File: src/hw/rtl/jcond_pkg.sv
// Shared types and constants for the joystick conditioner with trim.
`default_nettype none

package jcond_pkg;

  localparam int unsigned NUM_CH      = 4;
  localparam int unsigned RAW_W       = 12;
  localparam int unsigned VAL_W       = 10;
  localparam int unsigned STEP_W      = 7;
  localparam int unsigned KEY_W       = 3;
  localparam int unsigned SCALE_MAX   = 1000;
  localparam int unsigned RAW_FULL    = 4095;
  localparam int unsigned REST_MID    = 500;
  localparam int unsigned CAL_SAMPLES = 10;
  localparam int unsigned STEP_RESET  = 10;

  // Item kinds
  localparam logic KIND_SAMPLE = 1'b0;
  localparam logic KIND_KEY    = 1'b1;

  // Key codes
  localparam logic [KEY_W-1:0] KEY_NONE        = 3'd0;
  localparam logic [KEY_W-1:0] KEY_TRIM_UP     = 3'd1;
  localparam logic [KEY_W-1:0] KEY_TRIM_DOWN   = 3'd2;
  localparam logic [KEY_W-1:0] KEY_TRIM_LEFT   = 3'd3;
  localparam logic [KEY_W-1:0] KEY_TRIM_RIGHT  = 3'd4;
  localparam logic [KEY_W-1:0] KEY_SHUTDOWN    = 3'd5;
  localparam logic [KEY_W-1:0] KEY_HOLD_HEIGHT = 3'd6;
  localparam logic [KEY_W-1:0] KEY_CALIBRATE   = 3'd7;

  typedef logic [NUM_CH-1:0][RAW_W-1:0] raw_arr_t;
  typedef logic [NUM_CH-1:0][VAL_W-1:0] val_arr_t;

  typedef struct packed {
    logic             kind;
    logic [RAW_W-1:0] throttle_raw;
    logic [RAW_W-1:0] yaw_raw;
    logic [RAW_W-1:0] roll_raw;
    logic [RAW_W-1:0] pitch_raw;
    logic [KEY_W-1:0] key_code;
  } in_item_t;

  typedef struct packed {
    logic [VAL_W-1:0] throttle_out;
    logic [VAL_W-1:0] yaw_out;
    logic [VAL_W-1:0] roll_out;
    logic [VAL_W-1:0] pitch_out;
    logic             sample_valid;
    logic             shutdown_request;
    logic             hold_height_request;
    logic             calibrating;
  } out_item_t;

  // Scaled item held between input register and state update
  typedef struct packed {
    logic             kind;
    val_arr_t         scaled;
    logic [KEY_W-1:0] key_code;
  } stage_t;

endpackage

`default_nettype wire

File: src/hw/rtl/jcond_scale.sv
// Inverting scale of one 12-bit reading to 0..1000.
`default_nettype none

module jcond_scale (
  input  wire logic [jcond_pkg::RAW_W-1:0] raw,
  output logic      [jcond_pkg::VAL_W-1:0] scaled
);
  import jcond_pkg::*;

  localparam int unsigned PROD_W = RAW_W + VAL_W;

  logic [PROD_W-1:0] prod;
  logic [VAL_W-1:0]  q_hi;
  logic [RAW_W:0]    rem;
  logic [VAL_W-1:0]  quot;

  // Divide raw*1000 by 4096-1: high part plus one correction step
  always_comb begin
    prod = PROD_W'(raw) * PROD_W'(SCALE_MAX);
    q_hi = prod[PROD_W-1:RAW_W];
    rem  = {1'b0, prod[RAW_W-1:0]} + (RAW_W+1)'(q_hi);
    quot = (rem >= (RAW_W+1)'(RAW_FULL)) ? q_hi + VAL_W'(1) : q_hi;
    scaled = VAL_W'(SCALE_MAX) - quot;
  end

endmodule

`default_nettype wire

File: src/hw/rtl/jcond_state.sv
// Bias, trim and calibration state with the per-item update and result.
`default_nettype none

module jcond_state (
  input  wire logic                         clk,
  input  wire logic                         rst,
  input  wire logic                         adv,
  input  wire jcond_pkg::stage_t            stage,
  input  wire logic [jcond_pkg::STEP_W-1:0] trim_step,
  output jcond_pkg::out_item_t              result
);
  import jcond_pkg::*;

  localparam int unsigned V_W         = 18;
  localparam int unsigned DIV10_MUL   = 205;
  localparam int unsigned DIV10_SHIFT = 11;
  localparam logic [7:0]  REST_LOW    = 8'(REST_MID);

  // Signed divide by ten, truncated toward zero, for an 8-bit value
  function automatic logic [7:0] div10(input logic [7:0] s);
    logic [8:0]  mag;
    logic [16:0] prod;
    logic [5:0]  q;
    mag  = s[7] ? (9'd256 - {1'b0, s}) : {1'b0, s};
    prod = 17'(mag) * 17'(DIV10_MUL);
    q    = 6'(prod >> DIV10_SHIFT);
    return s[7] ? (8'd0 - {2'b00, q}) : {2'b00, q};
  endfunction

  logic [NUM_CH-1:0][7:0] bias, bias_next;
  logic [NUM_CH-1:0][7:0] sums, sums_next;
  logic signed [15:0]     pitch_trim, pitch_trim_next;
  logic signed [15:0]     roll_trim, roll_trim_next;
  logic [3:0]             cal_count, cal_count_next;
  logic                   cal_active, cal_active_next;
  val_arr_t               val;
  logic                   shutdown, hold;

  // Apply bias and trim, then clamp each channel
  always_comb begin
    logic signed [V_W-1:0] v;
    logic signed [V_W-1:0] trim_add;
    for (int c = 0; c < NUM_CH; c++) begin
      trim_add = '0;
      if (c == 2) trim_add = V_W'(roll_trim);
      if (c == 3) trim_add = V_W'(pitch_trim);
      v = $signed({8'd0, stage.scaled[c]}) - V_W'($signed(bias[c])) + trim_add;
      if (v < 0) begin
        val[c] = '0;
      end else if (v > $signed(V_W'(SCALE_MAX))) begin
        val[c] = VAL_W'(SCALE_MAX);
      end else begin
        val[c] = v[VAL_W-1:0];
      end
    end
  end

  // Next state for samples and key events
  always_comb begin
    logic [3:0] cnt_inc;
    bias_next       = bias;
    sums_next       = sums;
    pitch_trim_next = pitch_trim;
    roll_trim_next  = roll_trim;
    cal_count_next  = cal_count;
    cal_active_next = cal_active;
    shutdown        = 1'b0;
    hold            = 1'b0;
    cnt_inc         = cal_count + 4'd1;
    if (stage.kind == KIND_SAMPLE) begin
      if (cal_active) begin
        for (int c = 0; c < NUM_CH; c++) begin
          sums_next[c] = sums[c] + val[c][7:0] - ((c == 0) ? 8'd0 : REST_LOW);
        end
        cal_count_next = cnt_inc;
        if (cnt_inc >= 4'(CAL_SAMPLES)) begin
          for (int c = 0; c < NUM_CH; c++) begin
            bias_next[c] = bias[c] + div10(sums_next[c]);
          end
          cal_active_next = 1'b0;
          cal_count_next  = '0;
        end
      end
    end else if (!cal_active) begin
      unique case (stage.key_code)
        KEY_NONE: ;
        KEY_TRIM_UP:     pitch_trim_next = pitch_trim + 16'(trim_step);
        KEY_TRIM_DOWN:   pitch_trim_next = pitch_trim - 16'(trim_step);
        KEY_TRIM_LEFT:   roll_trim_next  = roll_trim - 16'(trim_step);
        KEY_TRIM_RIGHT:  roll_trim_next  = roll_trim + 16'(trim_step);
        KEY_SHUTDOWN:    shutdown = 1'b1;
        KEY_HOLD_HEIGHT: hold     = 1'b1;
        KEY_CALIBRATE: begin
          pitch_trim_next = '0;
          roll_trim_next  = '0;
          sums_next       = '0;
          cal_count_next  = '0;
          cal_active_next = 1'b1;
        end
        default: ;
      endcase
    end
  end

  // Hold state; advance it once per processed item
  always_ff @(posedge clk) begin
    if (rst) begin
      bias       <= '0;
      sums       <= '0;
      pitch_trim <= '0;
      roll_trim  <= '0;
      cal_count  <= '0;
      cal_active <= 1'b0;
    end else if (adv) begin
      bias       <= bias_next;
      sums       <= sums_next;
      pitch_trim <= pitch_trim_next;
      roll_trim  <= roll_trim_next;
      cal_count  <= cal_count_next;
      cal_active <= cal_active_next;
    end
  end

  // Form the result item
  always_comb begin
    result = '0;
    if (stage.kind == KIND_SAMPLE) begin
      result.throttle_out = val[0];
      result.yaw_out      = val[1];
      result.roll_out     = val[2];
      result.pitch_out    = val[3];
      result.sample_valid = 1'b1;
    end
    result.shutdown_request    = shutdown;
    result.hold_height_request = hold;
    result.calibrating         = cal_active_next;
  end

endmodule

`default_nettype wire

File: src/hw/rtl/joystick_conditioner_with_trim_unit.sv
// Joystick conditioner with key trims and bias calibration: top level.
//
// Usage: an item on in_item is either a stick sample (kind 0, four 12-bit
// readings) or a key event (kind 1, key_code). Each accepted item yields
// exactly one result item on out_item, in order. Both channels use
// valid/ready; cfg_valid/cfg_ready writes trim_step (cfg_ready is always
// high); the user must write it only while the block is idle; the block itself does not enforce this.
// An accepted item is scaled into the input register, then passes to the
// result register, where out_valid rises. Throughput: one item per cycle
// while the receiver does not stall. The first register holds the scaled
// readings; the bias, trim and calibration state updates together with the
// result register, so each item sees the state left by the one before.
// Reset clears trims, biases and calibration and sets trim_step to 10.
// When the receiver stalls, the result register holds its item, the input
// register fills, and in_ready drops until out_ready returns.
`default_nettype none

module joystick_conditioner_with_trim_unit (
  input  wire logic                         clk,
  input  wire logic                         rst,
  input  wire logic                         in_valid,
  output logic                              in_ready,
  input  wire jcond_pkg::in_item_t          in_item,
  output logic                              out_valid,
  input  wire logic                         out_ready,
  output jcond_pkg::out_item_t              out_item,
  input  wire logic                         cfg_valid,
  output logic                              cfg_ready,
  input  wire logic [jcond_pkg::STEP_W-1:0] cfg_data
);
  import jcond_pkg::*;

  logic              st_valid;
  stage_t            stage;
  stage_t            stage_next;
  raw_arr_t          raw_arr;
  val_arr_t          scaled_arr;
  logic              adv;
  logic [STEP_W-1:0] trim_step;
  out_item_t         result;

  assign adv       = st_valid && (!out_valid || out_ready);
  assign in_ready  = !st_valid || adv;
  assign cfg_ready = 1'b1;

  // Scale the four readings on the way in
  assign raw_arr = {in_item.pitch_raw, in_item.roll_raw, in_item.yaw_raw,
                    in_item.throttle_raw};

  for (genvar c = 0; c < NUM_CH; c++) begin : g_scale
    jcond_scale u_scale (
      .raw    (raw_arr[c]),
      .scaled (scaled_arr[c])
    );
  end

  always_comb begin
    stage_next.kind     = in_item.kind;
    stage_next.scaled   = scaled_arr;
    stage_next.key_code = in_item.key_code;
  end

  // Input register
  always_ff @(posedge clk) begin
    if (rst) begin
      st_valid <= 1'b0;
    end else if (in_valid && in_ready) begin
      st_valid <= 1'b1;
    end else if (adv) begin
      st_valid <= 1'b0;
    end
  end

  always_ff @(posedge clk) begin
    if (in_valid && in_ready) begin
      stage <= stage_next;
    end
  end

  // Trim step register
  always_ff @(posedge clk) begin
    if (rst) begin
      trim_step <= STEP_W'(STEP_RESET);
    end else if (cfg_valid && cfg_ready) begin
      trim_step <= cfg_data;
    end
  end

  jcond_state u_state (
    .clk       (clk),
    .rst       (rst),
    .adv       (adv),
    .stage     (stage),
    .trim_step (trim_step),
    .result    (result)
  );

  // Result register
  always_ff @(posedge clk) begin
    if (rst) begin
      out_valid <= 1'b0;
    end else if (adv) begin
      out_valid <= 1'b1;
    end else if (out_ready) begin
      out_valid <= 1'b0;
    end
  end

  always_ff @(posedge clk) begin
    if (adv) begin
      out_item <= result;
    end
  end

  // A processed sample shows up next cycle as a sample result
  a_sample_flows: assert property (@(posedge clk) disable iff (rst)
    adv && stage.kind == KIND_SAMPLE |=> out_valid && out_item.sample_valid)
    else $error("sample item did not produce a sample result");

  // A key result carries zero channels
  a_key_zero: assert property (@(posedge clk) disable iff (rst)
    out_valid && !out_item.sample_valid |->
      out_item.throttle_out == '0 && out_item.yaw_out == '0 &&
      out_item.roll_out == '0 && out_item.pitch_out == '0)
    else $error("key result carries channel values");

  // Channels stay within full scale
  a_range: assert property (@(posedge clk) disable iff (rst)
    out_valid |->
      out_item.throttle_out <= VAL_W'(SCALE_MAX) && out_item.yaw_out <= VAL_W'(SCALE_MAX) &&
      out_item.roll_out <= VAL_W'(SCALE_MAX) && out_item.pitch_out <= VAL_W'(SCALE_MAX))
    else $error("channel value above full scale");

  // Requests only from key events outside calibration
  a_request: assert property (@(posedge clk) disable iff (rst)
    out_valid && (out_item.shutdown_request || out_item.hold_height_request) |->
      !out_item.sample_valid && !out_item.calibrating &&
      !(out_item.shutdown_request && out_item.hold_height_request))
    else $error("request raised outside an idle key event");

  // Input register never overflows
  a_no_overrun: assert property (@(posedge clk) disable iff (rst)
    st_valid && !adv |-> !in_ready)
    else $error("input register overwritten");

endmodule

`default_nettype wire

File: config.mk
export PLATFORM = sky130hd
export DESIGN_NAME = joystick_conditioner_with_trim_unit
export DESIGN_NICKNAME = d
export VERILOG_FILES = /design/src/hw/rtl/jcond_pkg.sv /design/src/hw/rtl/jcond_scale.sv /design/src/hw/rtl/jcond_state.sv /design/src/hw/rtl/joystick_conditioner_with_trim_unit.sv
export SDC_FILE = /design/constraint.sdc
export NUM_CORES = 2
export LEC_CHECK = 0
export BUFFER_PORTS_ARGS = -buffer_cell sky130_fd_sc_hd__buf_2
export CORE_MARGIN = 2
export CORE_UTILIZATION = 59
export CTS_CLUSTER_SIZE = 20
export DETAILED_ROUTE_END_ITERATION = 8
export GPL_TIMING_DRIVEN = 0
export PLACE_DENSITY_LB_ADDON = 0.25
export SLEW_MARGIN = 30
export SYNTH_ARGS = -nofsm -noshare
export SYNTH_HDL_FRONTEND = slang
export SYNTH_HIERARCHICAL = 1
export SYNTH_SLANG_ARGS = --single-unit
export TNS_END_PERCENT = 30
File: constraint.sdc
create_clock -name clk -period 12.24 [get_ports clk]
set_clock_uncertainty 0.2 [all_clocks]
set_input_delay 0.612 -clock clk [delete_from_list [all_inputs] [get_ports clk]]
set_output_delay 0.612 -clock clk [all_outputs]
set_load 0.02 [all_outputs]
==> impl_results.md <==
- IO Port Bufs: 107
- Die footprint: 60400 um2
- Routed via count: 29745
- # diodes: 0
- Total of max-cap violations: 0
- Multi-input gate area: 28300 um2
- Most frequent cells in the layout: 610 x inv_1, 524 x ha_1, 324 x nor2_1
- Slew @ Worst Pin: 0.910 ns
- Adder-cell area share of the yosys netlist: 0.349
- CTS tree: built
- Initial antenna violation count: 0
- Vias in the first global route: 28307
- Ys flop type: dfxtp_1
- Number of top-level pins: 111
- Number of CTS-inserted buffers: 17
- HP Start: in_item[51]
- Hold buffer count at CTS: 0
- Die H: 246 um
- Seq/Total Area, Yosys: 0.140
- Clock buffer depth: 2
- Initial core utilization: 0.597
- Count of cell types in the netlist: 136
- Hold Vio Cnt, Final: 0
- Placeable core area: 57800 um2
- Status: complete, no violations
- # fillers: 4660
- Max-slew headroom: 0.389
- Crit Path Max Fanout: 4
- RR Startpoint: stage[24]
- Placed cell area: 36100 um2
- First-pass GRT wire length: 136000 um
- # DRC: 0
- Post-synthesis cell count: 4041
- Req. time, crit path: 12.47 ns
- Pre-CTS setup slack: -1.62 ns
- Die width: 246 um
- Final WS setup: 0.0408 ns
- Fin crit period: 12.20 ns
- CTS Sinks: 198
- Root Buffer: clkbuf_16
- Max stage delay on crit path: 0.55 ns
- Async S/R FF share, synth: 0
- Gr usage total: 0.272
- Clock slew at reported path FFs: 0.09 ns
- Fraction of final layout cells sized beyond drive strength 1: 0.146
- Setup crit start kind: register
- Unrepaired setup endpoints after global routing: true
- EDFF count, synth: 88
- Synth-to-Final Area Change: 12.7%
- CP Capture Type: register
- Aggregate global routing overflow: 0
- FMAX: 0.0820 GHz
- Synth Area in Simple Gates: 0.154
- 1st-pass router iterations: 6
- Largest net degree at the start of global routing: 45
- Most used cell, CP: inv_2
- Max-slew violations: 0
- Routed WL: 85200 um
- Critical path class: reg -> reg
- WL per Instance: 16.9 um
- HP Class: in -> reg
- Max H-tree Level: 4
- Antenna-violating nets left: 0
- Yosys reg bits: 198
- Fin area: 38900 um2
- GPL Wtd Cong: 0.923
- # setup viols final: 0
- Worst-Skew Late Latency: 0.51 ns
- Vias per cell: 5.89
- Synthesized-area fraction occupied by ao, oa, aoi and oai cells: 0.188
- Final hold slack: 0.0892 ns
- CP Launch Point: stage[24]
- First DRT Iteration DRCs: 1896
- Row count: 88
- XOR/XNOR share of the synthesized area: 0.0754
- Most common cell after layout, fill and taps aside: inv_1
- Period utilization: 0.997
- Largest family of logic cells by synthesized area: adder cells
- Layout Nets: 5145
- Avg Inst Size Synth: 8.54 um2
- Worst Path Arrival: 12.43 ns
- Syn. warnings: 6
- Register Area: 4860 um2
- Mux contribution to synthesized area: 0.0112
- Synthesized cell area: 34500 um2
- Final HPWL DP: 66100 um
- Critical path's slowest cell: fa_1
==> cell families after synthesis <==
family | Yosys count
other | 3
AOI/OAI and AO/OA | 901
muxes | 35
buffers and inverters | 732
adders and majority gates | 817
DFF | 198
and+or+nand+nor | 1067
xor gates and xnor gates | 288
==> cell usage after synthesis, types with 11 or more instances <==
library cell / number / area [um2]
and2_1: 33 / 206
fa_1: 244 / 4880
nor3b_1: 17 / 128
a21o_1: 99 / 743
a21boi_0: 20 / 150
a211o_1: 13 / 114
ha_1: 568 / 7110
o211ai_1: 31 / 233
a22oi_1: 40 / 300
nand2_1: 221 / 830
o31ai_1: 13 / 97.6
xor2_1: 87 / 762
nand4_1: 24 / 150
or2_2: 21 / 131
edfxtp_1: 88 / 2640
dfxtp_1: 110 / 2200
nand2b_1: 44 / 275
nor2_1: 337 / 1260
a211oi_1: 22 / 165
a21oi_1: 257 / 1290
or4_1: 11 / 82.6
nor2b_1: 31 / 194
nand3_1: 79 / 395
mux2i_1: 23 / 230
nor3_1: 95 / 475
o211a_1: 12 / 120
o21ai_0: 114 / 571
inv_1: 645 / 2420
o21a_1: 24 / 180
nor4_1: 24 / 150
clkbuf_1: 61 / 229
o21ai_1: 23 / 115
or3_1: 20 / 125
o2111ai_1: 15 / 131
and3_1: 46 / 288
xnor2_1: 195 / 1710
nand3b_1: 16 / 120
a31oi_1: 14 / 87.6
o21bai_1: 20 / 150
==> critical path: cells and delay by family (launching register included) <==
| family | cells | cell delay (ns) |
|---|---|---|
| flip-flops | 1 | 0.42 |
| AO/OA/AOI/OAI | 18 | 2.94 |
| XOR/XNOR | 5 | 0.87 |
| adder cells (fa/ha/maj) | 12 | 3.96 |
| multiplexers | 3 | 0.74 |
| buffers and inverters | 11 | 0.74 |
| AND/OR/NAND/NOR | 12 | 2.21 |
==> through the flow <==
step | setup TNS (ns) | utilization | std cells
after floorplan | 0 | - | 4059
after global placement | -8.99 | 0.624 | 4931
after detailed placement | -12.01 | 0.624 | 4932
after CTS | 0 | 0.647 | 5001
after global routing | -1.43 | 0.673 | 5047
final | 0 | 0.673 | 5047
==> flip-flops by register name, summed over array words and instances (netlist names) <==
register / count
out_valid: 1
u_state/sums: 32
u_state/bias: 32
stage: 44
st_valid: 1
u_state/roll_trim: 16
u_state/cal_count: 4
out_item: 44
u_state/pitch_trim: 16
trim_step: 7
u_state/cal_active: 1
==> final cells by class <==
type	count	share of cell area
Inverter	647	0.0628
Clock inverter	15	0.00547
Clock buffer	17	0.0109
Multi-Input combinational cell	3129	0.729
Sequential cell	198	0.125
Tap cell	765	0.0246
Buffer	79	0.0102
Timing Repair Buffer	197	0.0321
==> routing by layer <==
metal / up-vias / GRT usage / part of all wire
li1: 14472 / - / -
met1: 14201 / 0.360 / 0.44
met2: 897 / 0.464 / 0.48
met3: 175 / 0.0310 / 0.054
met4: 0 / 0.0848 / 0.028
met5: - / 0 / 0
==> worst paths after layout <==
check                                              end  slack, ns  cells past startpoint
worst max-delay path                  u_state/bias[23]       0.04                     61
worst max register to register        u_state/bias[23]       0.04                     61
worst min register to register  u_state/pitch_trim[15]       0.28                      2
worst min-delay path                         stage[43]       0.09                      1
==> what timing repair did <==
item                       CTS  global route
setup endpoints to repair   17            13
gates resized for setup    105           228
gates cloned                 0             1
pin swaps                   40           161
buffers inserted            38            51
Power is left out: the tool's default activity adds up to more than one toggle a clock period on the data nets, which glitch-free logic cannot reach.
